File: src/sv/plsp_div.sv
// Pipelined restoring divider, one quotient bit per stage, several lanes in lockstep.
// Depends on nothing; sideband word travels alongside.
module plsp_div #(
  parameter int NW    = 24,
  parameter int DW    = 7,
  parameter int SBW   = 8,
  parameter int LANES = 2
) (
  input  logic           clk,
  input  logic           rst_n,
  input  logic           en,
  input  logic           in_vld,
  input  logic [NW-1:0]  num_i [LANES],
  input  logic [DW-1:0]  den_i [LANES],
  input  logic [SBW-1:0] sb_i,
  output logic           out_vld,
  output logic [NW-1:0]  quo_o [LANES],
  output logic [SBW-1:0] sb_o
);

  logic [DW-1:0]  rem_r [NW][LANES];
  logic [NW-1:0]  nq_r  [NW][LANES];
  logic [DW-1:0]  den_r [NW][LANES];
  logic           vld_r [NW];
  logic [SBW-1:0] sb_r  [NW];

  for (genvar k = 0; k < NW; k++) begin : g_stage
    logic [DW-1:0]  rem_p [LANES];
    logic [NW-1:0]  nq_p  [LANES];
    logic [DW-1:0]  den_p [LANES];
    logic [DW-1:0]  rem_nxt [LANES];
    logic [NW-1:0]  nq_nxt  [LANES];
    logic           vld_p;
    logic [SBW-1:0] sb_p;

    if (k == 0) begin : g_first
      assign vld_p = in_vld;
      assign sb_p  = sb_i;
      for (genvar l = 0; l < LANES; l++) begin : g_lane
        assign rem_p[l] = '0;
        assign nq_p[l]  = num_i[l];
        assign den_p[l] = den_i[l];
      end
    end else begin : g_next
      assign vld_p = vld_r[k-1];
      assign sb_p  = sb_r[k-1];
      for (genvar l = 0; l < LANES; l++) begin : g_lane
        assign rem_p[l] = rem_r[k-1][l];
        assign nq_p[l]  = nq_r[k-1][l];
        assign den_p[l] = den_r[k-1][l];
      end
    end

    for (genvar l = 0; l < LANES; l++) begin : g_step
      logic [DW:0] trial;
      logic        ge;
      always_comb begin
        trial      = {rem_p[l], nq_p[l][NW-1]};
        ge         = (trial >= {1'b0, den_p[l]});
        rem_nxt[l] = ge ? DW'(trial - {1'b0, den_p[l]}) : DW'(trial);
        nq_nxt[l]  = {nq_p[l][NW-2:0], ge};
      end
    end

    always_ff @(posedge clk) begin
      if (!rst_n) begin
        vld_r[k] <= 1'b0;
      end else if (en) begin
        vld_r[k] <= vld_p;
      end
    end

    always_ff @(posedge clk) begin
      if (en) begin
        sb_r[k] <= sb_p;
        for (int l = 0; l < LANES; l++) begin
          rem_r[k][l] <= rem_nxt[l];
          nq_r[k][l]  <= nq_nxt[l];
          den_r[k][l] <= den_p[l];
        end
      end
    end
  end

  assign out_vld = vld_r[NW-1];
  assign sb_o    = sb_r[NW-1];
  for (genvar l = 0; l < LANES; l++) begin : g_out
    assign quo_o[l] = nq_r[NW-1][l];
  end

endmodule

File: config.mk
export PLATFORM = sky130hd
export DESIGN_NAME = plsp_div
export DESIGN_NICKNAME = d
export VERILOG_FILES = /design/src/sv/plsp_div.sv
export SDC_FILE = /design/constraint.sdc
export NUM_CORES = 2
export LEC_CHECK = 0
export ABC_CLOCK_PERIOD_IN_PS = 3000
export BUFFER_PORTS_ARGS = -buffer_cell sky130_fd_sc_hd__buf_2
export CAP_MARGIN = 10
export CORE_MARGIN = 2
export CORE_UTILIZATION = 40
export DETAILED_ROUTE_END_ITERATION = 8
export PLACE_DENSITY = 0.57
export SLEW_MARGIN = 40
export SYNTH_ARGS = -nofsm -noshare
export SYNTH_HDL_FRONTEND = slang
export SYNTH_SLANG_ARGS = --single-unit
export TNS_END_PERCENT = 1
File: constraint.sdc
create_clock -name clk -period 3 [get_ports clk]
set_input_delay 0.3 -clock clk [delete_from_list [all_inputs] [get_ports clk]]
set_output_delay 0.3 -clock clk [all_outputs]
set_load 0.05 [all_outputs]
==> PnR_summary.wiki <==
{| class="wikitable"
! Metric !! Value
|-
| Outcome || complete, no violations
|-
| Wire length of the first global-routing pass || 196300 microns
|-
| Drt total wl || 118600 microns
|-
| Final routed wire length divided by cell count || 14.83 microns
|-
| Boundary pin count || 131
|-
| Post-Route Setup TNS || 0 ns
|-
| GRT Util Overall || 11.66%
|-
| Leakage || 34.22 nW
|-
| Clock Latency Late Sink || 0.83 ns
|-
| Vias in the first global route || 39320
|-
| Vias after detailed routing || 38430
|-
| Syn-to-layout area delta || 15.43%
|-
| Mean post-synth cell area || 16.96 sq um
|-
| Post-CTS Setup Inserts || 0
|-
| Async set or reset register ratio after synthesis || 0%
|-
| Busiest metal layer after global routing || met2
|-
| Overall die height || 451.4 microns
|-
| Diodes inserted || 0
|-
| Total number of yosys warnings || 0
|-
| IR drop worst, VDD || 0.5604 mV
|-
| Number of hold-repair buffers added at the cts stage || 74
|-
| Core Region || 0.1992 sq mm
|-
| Post-synthesis sequential area ratio || 75.44%
|-
| Grt total ovfl || 0
|-
| Number of cell rows || 164
|-
| Number of optimization iterations in the first detailed-route pass || 5
|-
| Final setup violating endpoints || 0
|-
| Starting density of the core || 40.19%
|-
| Maximum fanout encountered on the critical timing path || 8
|-
| Final cycle utilization of the critical path || 92.75%
|-
| Origin of the worst min-delay path || num_i[40]
|-
| Sort of element at the start of the critical path || flip-flop
|-
| Count of endpoints failing hold in the final timing report || 0
|-
| Instance count after placement with tap cells included || 7528
|-
| Clock H-tree levels || 4
|-
| Overall power || 80.91 mW
|-
| Path type of the worst min-delay path || input pin to flip-flop
|-
| CP endpoint kind || flip-flop
|-
| Post-synth EDFFs || 2011
|-
| Gpl congestion || 0.8314
|-
| Fin. max-slew vios || 0
|-
| Post-detailed-route DRC marker count || 0
|-
| Flop and latch count out of synthesis || 2012
|-
| CTS root buf || sky130_fd_sc_hd__clkbuf_16
|-
| Input/output buffers || 130
|-
| Cell count after synthesis || 4721
|-
| Max Clock Freq || 359.4 MHz
|-
| Sink count of the clock tree || 2012
|-
| Number of nets with antenna violations after routing || 0
|-
| Fraction of synthesized cell area taken by the top area cell type || 75.42%
|-
| Maxcap violations || 0
|-
| Detailed router's first-iteration violation count || 2250
|-
| Start-to-end type of the worst setup path || flip-flop to flip-flop
|-
| Worst-case clock skew || 0.01754 ns
|-
| Clock tree from TritonCTS || built
|-
| Transition time of the tightest slew-check pin || 0.7312 ns
|-
| Post-synthesis cell area || 0.08007 sq mm
|-
| Post-cts resize count || 0
|-
| Power per standard cell area || 875.3 mW/mm^2
|-
| Area enclosed by the die boundary || 0.2038 sq mm
|-
| Slew margin rel. || 51.25%
|-
| Global routing usage on met1 || 14.15%
|-
| Unrepaired setup endpoints after global routing || false
|-
| Clock-pin slew of the registers on the worst-case setup and hold paths || 0.06 ns
|-
| Period minus WS final || 2.782 ns
|-
| Share of post-route cells with drive strength above 1 || 14.09%
|-
| Post-Syn Nets || 5165
|-
| Most used flip-flop cell after synthesis || sky130_fd_sc_hd__edfxtp_1
|-
| Number of antenna violations at the first check in global routing || 1
|-
| Final Net Count || 5605
|-
| Tightest hold margin || 0.1749 ns
|-
| Yosys top cell by area || sky130_fd_sc_hd__edfxtp_1
|-
| Inserted Clock Buffers || 213
|-
| M3 GR Usage || 2.489%
|-
| Critical register-to-register path startpoint || den_r[1][56]
|-
| Detailed placer's ending HPWL || 74910 microns
|-
| Deepest clock path buffer count || 3
|-
| Critical path startpoint || den_r[1][56]
|-
| Number of distinct library cell variants in the gate-level netlist after synthesis || 47
|-
| Via-to-Cell Ratio || 4.803
|-
| Arrival @ worst endpoint || 3.34 ns
|-
| Die X || 451.4 microns
|-
| Met2 Usage GRT || 19.97%
|-
| Largest net degree at the start of global routing || 112
|-
| Required time reported for the critical path endpoint || 3.56 ns
|-
| Top cells by area, synth || sky130_fd_sc_hd__edfxtp_1 (75%), sky130_fd_sc_hd__ha_1 (5.1%), sky130_fd_sc_hd__mux2_2 (3.1%)
|-
| Count of non-filler cells in the finished layout || 8000
|-
| Final core occ || 46.39%
|}
per-stage QoR:
stage	setup WS [ns]	cell area [sq um]
2_1_floorplan	0.6098	80070
3_3_place_gp	0.2249	84630
3_5_place_dp	0.2018	84630
4_1_cts	0.1917	92430
5_1_grt	0.1172	92430
6_report	0.2175	92430
worst paths after layout:
check	to	slack, ns	depth (start not counted)
worst max-delay path	rem_r[1][74]	0.22	7
worst min-delay path	nq_r[0][41]	0.17	2
worst max register to register	rem_r[1][74]	0.22	7
worst min register to register	nq_r[1][351]	0.41	0
power breakdown:
| part | internal, mW | switching [mW] | total, mW |
|---|---|---|---|
| combinational | 8.25 | 9.30 | 17.6 |
| clock | 15.3 | 10.7 | 26.1 |
| sequential | 35.8 | 1.51 | 37.3 |
| total | 59.4 | 21.5 | 80.9 |
cells in the final DEF (no fill, tap or decap), types with 30 or more instances in the layout:
cell	synthesis	final
sky130_fd_sc_hd__a211o_1	30	30
sky130_fd_sc_hd__a21oi_1	151	151
sky130_fd_sc_hd__a311o_1	60	60
sky130_fd_sc_hd__and3_1	53	53
sky130_fd_sc_hd__buf_2	30	129
sky130_fd_sc_hd__clkbuf_1	4	43
sky130_fd_sc_hd__clkbuf_16	0	215
sky130_fd_sc_hd__clkinv_1	0	41
sky130_fd_sc_hd__clkinv_2	0	40
sky130_fd_sc_hd__dlygate4sd3_1	0	74
sky130_fd_sc_hd__edfxtp_1	2011	2011
sky130_fd_sc_hd__fa_1	44	44
sky130_fd_sc_hd__ha_1	326	326
sky130_fd_sc_hd__inv_1	464	464
sky130_fd_sc_hd__mux2_2	220	220
sky130_fd_sc_hd__mux2i_1	135	135
sky130_fd_sc_hd__nand2_1	58	58
sky130_fd_sc_hd__nand2b_1	60	60
sky130_fd_sc_hd__nand3_1	32	32
sky130_fd_sc_hd__nand3b_1	60	60
sky130_fd_sc_hd__nand4_1	44	44
sky130_fd_sc_hd__nor2_1	331	331
sky130_fd_sc_hd__nor2b_1	46	46
sky130_fd_sc_hd__nor3_1	84	84
sky130_fd_sc_hd__nor3b_1	43	43
sky130_fd_sc_hd__nor4_1	30	30
sky130_fd_sc_hd__o2111ai_1	69	69
sky130_fd_sc_hd__o21a_1	44	44
sky130_fd_sc_hd__o21ai_0	144	144
sky130_fd_sc_hd__o31a_1	33	33
sky130_fd_sc_hd__xnor2_1	44	44
critical path: stages, from the launching register on:
cell and delay [ns]:
sky130_fd_sc_hd__edfxtp_1 0.45, sky130_fd_sc_hd__ha_1 0.25, sky130_fd_sc_hd__fa_1 0.40, sky130_fd_sc_hd__nand2b_1 0.19, sky130_fd_sc_hd__a21oi_1 0.21, sky130_fd_sc_hd__and4bb_2 0.29, sky130_fd_sc_hd__o21ai_4 0.34, sky130_fd_sc_hd__mux2_2 0.39
Yosys cell counts, drive strengths merged, types with 69 or more instances:
cell        n
a21oi     151
edfxtp   2011
ha        326
inv       464
mux2      220
mux2i     135
nor2      331
nor3       84
o2111ai    69
o21ai     157
cells by family after synthesis:
kind of cell | share of synthesized area, %
AOI/OAI and AO/OA | 5.097
muxes | 4.781
and+or+nand+nor | 5.613
xor gates and xnor gates | 0.4922
adders and majority gates | 6.194
buffers and inverters | 2.381
DFF | 75.44
final cells by class:
| class | count | area, sq um |
|---|---|---|
| timing repair buffer | 259 | 2145 |
| fill | 16960 | 106800 |
| multi-input combinational | 2211 | 17760 |
| inverter | 464 | 1742 |
| sequential | 2012 | 60410 |
| tap | 2656 | 3323 |
| clock buffer | 258 | 5542 |
| clock inverter | 140 | 1511 |
registers in the layout (all words and copies together), names as in the netlist:
register and flops:
nq_r 1152, den_r 322, rem_r 322, sb_r 192, vld_r 24
per-layer routing:
metal,routed length (microns),up-vias
li1,-,18990
met1,51160,18630
met2,58760,553
met3,4520,261
met4,4196,0
met5,0,-
Power figures use the tool's default switching activity.
