## src/sv/plsp_pkg.sv

```systemverilog
// Package of the polar lattice pose sampler: widths, constants, register codes.
// Depends on nothing.
package plsp_pkg;

  localparam int IDX_W   = 6;
  localparam int CNT_W   = 7;
  localparam int DEN_W   = 7;
  localparam int VAL_W   = 16;
  localparam int OUT_W   = 18;
  localparam int NUM_W   = 24;
  localparam int XY_W    = 32;
  localparam int CFG_IDX_W = 3;
  localparam int ATAN_N  = 24;

  localparam int DEF_MAX_SAMPLES  = 64;
  localparam int DEF_MAX_HEADINGS = 64;
  localparam int DEF_CORDIC_STEPS = 16;

  localparam int PI_Q28      = 843314857;
  localparam int HALF_PI_Q28 = 421657428;
  localparam int TWO_PI_Q28  = 1686629713;
  localparam int GAIN_Q30    = 652032874;

  localparam logic [CFG_IDX_W-1:0] REG_SAMPLES  = 3'd0;
  localparam logic [CFG_IDX_W-1:0] REG_HEADINGS = 3'd1;
  localparam logic [CFG_IDX_W-1:0] REG_DISTANCE = 3'd2;
  localparam logic [CFG_IDX_W-1:0] REG_AMIN     = 3'd3;
  localparam logic [CFG_IDX_W-1:0] REG_AMAX     = 3'd4;
  localparam logic [CFG_IDX_W-1:0] REG_HMIN     = 3'd5;
  localparam logic [CFG_IDX_W-1:0] REG_HMAX     = 3'd6;

  localparam logic [CNT_W-1:0] RST_SAMPLES  = 7'd5;
  localparam logic [CNT_W-1:0] RST_HEADINGS = 7'd3;
  localparam logic [VAL_W-1:0] RST_DISTANCE = 16'd5120;
  localparam logic signed [VAL_W-1:0] RST_AMIN = -16'sd1787;
  localparam logic signed [VAL_W-1:0] RST_AMAX = 16'sd1787;
  localparam logic signed [VAL_W-1:0] RST_HMIN = -16'sd1787;
  localparam logic signed [VAL_W-1:0] RST_HMAX = 16'sd1787;

  localparam logic signed [XY_W-1:0] ATAN_Q28 [0:ATAN_N-1] = '{
    32'sd210828714, 32'sd124459457, 32'sd65760959, 32'sd33381290,
    32'sd16755422, 32'sd8385879, 32'sd4193963, 32'sd2097109,
    32'sd1048571, 32'sd524287, 32'sd262144, 32'sd131072,
    32'sd65536, 32'sd32768, 32'sd16384, 32'sd8192,
    32'sd4096, 32'sd2048, 32'sd1024, 32'sd512,
    32'sd256, 32'sd128, 32'sd64, 32'sd32
  };

endpackage

```

## src/sv/plsp_cordic.sv

```systemverilog
// Pipelined rotation CORDIC: one fold stage, then one micro-rotation per stage.
// Depends on plsp_pkg for the gain, pi constants and atan table.
module plsp_cordic #(
  parameter int STEPS = 16,
  parameter int SBW   = 32
) (
  input  logic                              clk,
  input  logic                              rst_n,
  input  logic                              en,
  input  logic                              in_vld,
  input  logic signed [plsp_pkg::VAL_W-1:0] ang_i,
  input  logic [SBW-1:0]                    sb_i,
  output logic                              out_vld,
  output logic signed [plsp_pkg::XY_W-1:0]  cos_o,
  output logic signed [plsp_pkg::XY_W-1:0]  sin_o,
  output logic                              neg_o,
  output logic [SBW-1:0]                    sb_o
);

  localparam int XW = plsp_pkg::XY_W;
  localparam logic signed [XW:0] PI_Z      = (XW+1)'(plsp_pkg::PI_Q28);
  localparam logic signed [XW:0] HALF_PI_Z = (XW+1)'(plsp_pkg::HALF_PI_Q28);
  localparam logic signed [XW:0] TWO_PI_Z  = (XW+1)'(plsp_pkg::TWO_PI_Q28);
  localparam logic signed [XW-1:0] GAIN    = XW'(plsp_pkg::GAIN_Q30);

  // fold into [-pi/2, pi/2], flag a half turn
  logic signed [XW:0]   z0, z1, z2;
  logic                 neg_f;
  logic signed [XW-1:0] zf_r;
  logic                 negf_r, vldf_r;
  logic [SBW-1:0]       sbf_r;

  always_comb begin
    z0    = {ang_i[plsp_pkg::VAL_W-1], ang_i, 16'd0};
    z1    = z0;
    if (z0 > PI_Z) begin
      z1 = z0 - TWO_PI_Z;
    end else if (z0 < -PI_Z) begin
      z1 = z0 + TWO_PI_Z;
    end
    z2    = z1;
    neg_f = 1'b0;
    if (z1 > HALF_PI_Z) begin
      z2    = z1 - PI_Z;
      neg_f = 1'b1;
    end else if (z1 < -HALF_PI_Z) begin
      z2    = z1 + PI_Z;
      neg_f = 1'b1;
    end
  end

  always_ff @(posedge clk) begin
    if (!rst_n) begin
      vldf_r <= 1'b0;
    end else if (en) begin
      vldf_r <= in_vld;
    end
  end

  always_ff @(posedge clk) begin
    if (en) begin
      zf_r   <= XW'(z2);
      negf_r <= neg_f;
      sbf_r  <= sb_i;
    end
  end

  logic signed [XW-1:0] x_r [STEPS];
  logic signed [XW-1:0] y_r [STEPS];
  logic signed [XW-1:0] z_r [STEPS];
  logic                 neg_r [STEPS];
  logic                 vld_r [STEPS];
  logic [SBW-1:0]       sb_r  [STEPS];

  for (genvar i = 0; i < STEPS; i++) begin : g_step
    logic signed [XW-1:0] x_p, y_p, z_p, x_nxt, y_nxt, z_nxt;
    logic                 neg_p, vld_p;
    logic [SBW-1:0]       sb_p;

    if (i == 0) begin : g_first
      assign x_p   = GAIN;
      assign y_p   = '0;
      assign z_p   = zf_r;
      assign neg_p = negf_r;
      assign vld_p = vldf_r;
      assign sb_p  = sbf_r;
    end else begin : g_next
      assign x_p   = x_r[i-1];
      assign y_p   = y_r[i-1];
      assign z_p   = z_r[i-1];
      assign neg_p = neg_r[i-1];
      assign vld_p = vld_r[i-1];
      assign sb_p  = sb_r[i-1];
    end

    always_comb begin
      if (!z_p[XW-1]) begin
        x_nxt = x_p - (y_p >>> i);
        y_nxt = y_p + (x_p >>> i);
        z_nxt = z_p - plsp_pkg::ATAN_Q28[i];
      end else begin
        x_nxt = x_p + (y_p >>> i);
        y_nxt = y_p - (x_p >>> i);
        z_nxt = z_p + plsp_pkg::ATAN_Q28[i];
      end
    end

    always_ff @(posedge clk) begin
      if (!rst_n) begin
        vld_r[i] <= 1'b0;
      end else if (en) begin
        vld_r[i] <= vld_p;
      end
    end

    always_ff @(posedge clk) begin
      if (en) begin
        x_r[i]   <= x_nxt;
        y_r[i]   <= y_nxt;
        z_r[i]   <= z_nxt;
        neg_r[i] <= neg_p;
        sb_r[i]  <= sb_p;
      end
    end
  end

  assign out_vld = vld_r[STEPS-1];
  assign cos_o   = x_r[STEPS-1];
  assign sin_o   = y_r[STEPS-1];
  assign neg_o   = neg_r[STEPS-1];
  assign sb_o    = sb_r[STEPS-1];

endmodule

```

## config.mk

```make
export PLATFORM = sky130hd
export DESIGN_NAME = plsp_cordic
export DESIGN_NICKNAME = d
export VERILOG_FILES = /design/src/sv/plsp_pkg.sv /design/src/sv/plsp_cordic.sv
export SDC_FILE = /design/constraint.sdc
export NUM_CORES = 2
export LEC_CHECK = 0
export BUFFER_PORTS_ARGS = -buffer_cell sky130_fd_sc_hd__buf_2
export CAP_MARGIN = 20
export CORE_MARGIN = 2
export CORE_UTILIZATION = 45
export CTS_CLUSTER_SIZE = 14
export DETAILED_ROUTE_END_ITERATION = 10
export PLACE_DENSITY = 0.68
export SETUP_SLACK_MARGIN = 0.15
export SYNTH_ARGS = -nofsm -noshare
export SYNTH_HDL_FRONTEND = slang
export SYNTH_SLANG_ARGS = --single-unit
```

## constraint.sdc

```tcl
create_clock -name clk -period 5.55 [get_ports clk]
set_input_delay 0.8325 -clock clk [delete_from_list [all_inputs] [get_ports clk]]
set_output_delay 0.8325 -clock clk [all_outputs]
set_load 0.01 [all_outputs]
```

==> metrics.csv <==
stage,metric,value,unit
yosys,async_flop_share,0,%
layout,area.growth.synth_to_final,10.2,%
worst_setup_path,cp_slowest_cell,nor3_1,
sta,hold_viol,0,
yosys,synth_xor_area_share,11.5,%
worst_setup_path,path_delay_family,compound AO/OA/AOI/OAI gates,
clocking,cts_buffer_depth,4,
clocking,clockRootBuffer,clkbuf_16,
yosys,yosys.area_share.adder,13.0,%
yosys,synth_top_family_by_area,compound AO/OA/AOI/OAI gates,
place,placed_area,135000,um2
worst_setup_path,critPathRequiredTime,6.23,ns
place,port_buffers,149,
clocking,cts.htree.levels,4,
worst_setup_path,crit_buf_inv,0,
yosys,ys_seq_area_share,44.8,%
yosys,yosys_warnings,0,
worst_setup_path,reg2reg_slack,0.45,ns
global_routing,grt_max_degree,157,
sta,finalCriticalPeriod,5.10,ns
clocking,cts_buffers,215,
drt,drtPass1Iterations,5,
clocking,cts_setup_buffers,0,
worst_setup_path,critPathMaxFanout,5,
drt,drt_iter0_drc,5757,
sta,layout_setup_ws,0.449,ns
drt,routed-via-count,90200,
layout,design_area,142000,um2
place,gp_congestion,0.927,
clocking,cts-hold-fix-buffers,0,
drt,drc,0,
clocking,cts_tree,done,
yosys,yosys.cell_types.count,96,
global_routing,grt_pass1_vias,86800,
worst_setup_path,startpoint_type,flip-flop,
floorplanning,die_h,539,um
layout,layout.nets,13800,
sta,fin_crit_sh,91.9,%
drt,avgViaCountPerCell,5.51,
sta,worstMarginPinSlew,1.00,ns
clocking,clock_sinks,1920,
yosys,syn_area,129000,um2
place,place_ws,0.355,ns
floorplanning,fp.dieW,539,um
worst_setup_path,critPathMaxStageDelay,0.53,ns
yosys,synth_seq_cells,1920,
sta,setup_viol,0,
yosys,syn_avg_cell_area,10.6,um2
floorplanning,pin_count,150,
global_routing,grt_pass1_wl,451000,um
sta,relSlewSlack,33.1,%
yosys,synth-compound-area-share,16.4,%
sta,clock-skew-final,0.119,ns
floorplanning,initial_core_util,45.2,%
place,dp_hpwl,216000,um
sta,tns,0,ns
run,drv_cap,0,
worst_setup_path,cp_cell_sequence,or3_1 -> or3_1 -> nor3_1 -> a21oi_1 -> xor2_1 -> ha_1 -> a21o_1 -> a21o_1 -> a21o_1 -> a21oi_1 -> o22ai_1 -> a311oi_1 -> a21oi_1 -> a2111oi_0 -> o21bai_1 -> a21oi_1 -> xnor2_1,
clocking,ctsResizeCount,0,
yosys,synth_edf_count,1918,
worst_setup_path,criticalPathCategory,reg2reg,
global_routing,antenna_found_initial,2,
hold_path,worstHoldPathType,in2reg,
run_status,status,finished clean,
drt,routed_wl,280000,um
layout,drive_above_1_share,6.19,%
drt,wl_per_cell,17.1,um
yosys,synth_ff_type,edfxtp_1,
sta,fmax,196,MHz
drt,drtAntennaViolNets,0,
floorplanning,die_area,290000,um2
worst_setup_path,critPathCaptureType,flip-flop,
global_routing,grt.total_usage,18.8,%
yosys,yosys.area_share.simple,11.5,%
yosys,synthesis.nets,13500,
yosys,synth_cells,12100,
floorplanning,fp-row-count,196,
global_routing,overflow,0,
sta,rsz0062_at_grt,yes,
floorplanning,core_area,285000,um2
sta,drv_slew,0,
worst_setup_path,worstPathArrival,5.78,ns
clocking,clock_latency,0.93,ns
worst_setup_path,cp_common_cell,a21oi_1,
yosys,synth_mux_area_share,0.893,%
clocking,cts.reportedPaths.clkPinSlew,0.07,ns
-- flip-flops by register name, indices dropped and copies added (netlist names), 16 cells and up --
signal and cells:
z_r 379, g_step.z_p 26, vld_r 16, g_step.sb_p 32, sb_r 512, neg_r 16
y_r 481, x_r 456
-- synthesized netlist by cell type (all sizes together), types with 37 or more instances --
cell type | number | area share, %
nor2b | 161 | 0.78
buf | 47 | 0.17
a211oi | 99 | 0.58
o31ai | 53 | 0.31
nand4 | 42 | 0.20
or4 | 37 | 0.22
o21bai | 117 | 0.68
and3 | 118 | 0.57
nor4 | 86 | 0.43
nand2 | 513 | 1.5
nor3b | 41 | 0.24
edfxtp | 1918 | 45
a31oi | 131 | 0.64
a21o | 498 | 2.9
nor3 | 328 | 1.3
or3 | 87 | 0.43
a211o | 37 | 0.25
mux2 | 55 | 0.48
nor2 | 1053 | 3.1
fa | 43 | 0.67
o211ai | 51 | 0.30
xnor2 | 1106 | 7.5
o21a | 204 | 1.2
o21ai | 552 | 2.1
nand3 | 187 | 0.73
and2 | 83 | 0.40
xor2 | 578 | 3.9
ha | 1272 | 12
inv | 481 | 1.4
nand2b | 191 | 0.93
mux2i | 53 | 0.41
or2 | 40 | 0.19
clkbuf | 108 | 0.31
a21oi | 1279 | 5.0
-- path summary, 6_finish.rpt --
| check | from | end | depth (start not counted) |
|---|---|---|---|
| hold reg to reg | sb_r[0][56] | sb_r[1][24] | 0 |
| hold / removal | sb_i[23] | g_step[0].sb_p[23] | 1 |
| setup / recovery | y_r[5][54] | x_r[6][31] | 17 |
| setup reg to reg | y_r[5][54] | x_r[6][31] | 17 |
-- cell type report --
type	instances	area (um2)
Antenna cell	1	2.50
Clock buffer	245	5560
Clock inverter	146	1430
Fill cell	25600	143000
Inverter	483	1810
Multi-Input combinational cell	9529	68700
Sequential cell	1920	57600
Tap cell	3762	4710
Timing Repair Buffer	281	1950
-- kinds of logic after synthesis --
family                     after synthesis
AOI/OAI and AO/OA                     3376
xor gates and xnor gates              1684
muxes                                  108
adders and majority gates             1315
buffers and inverters                  638
DFF                                   1920
and+or+nand+nor                       3046
-- layer usage --
metal  track usage, %  vias to the layer above  wire length, um
met5                0                        -                0
met4             6.57                        0            10100
met3             2.03                      527             9260
met2             34.4                     1608           141000
met1             22.6                    42300           120000
li1                 -                    45800                -
-- per-stage QoR --
step | utilization (%) | hold slack [ns] | std cells
after floorplan | - | 0.400 | 12100
after detailed placement | 47.3 | 0.405 | 16000
after global routing | 49.8 | 0.0334 | 16400
final | 49.8 | 0.104 | 16400
after global placement | 47.3 | 0.400 | 16000
after CTS | 49.7 | 0.00332 | 16400
-- layout by cell type, fill, tap and decap left out, drive strengths merged, types with 204 or more instances in the layout --
cell    instances
edfxtp       1918
a21oi        1279
ha           1272
xnor2        1106
nor2         1053
xor2          578
o21ai         552
nand2         513
a21o          498
inv           498
nor3          328
buf           281
clkbuf        245
o21a          204
Power is not shown: default switching activity piles up to over one toggle a cycle in this logic, so the estimate is an artifact.
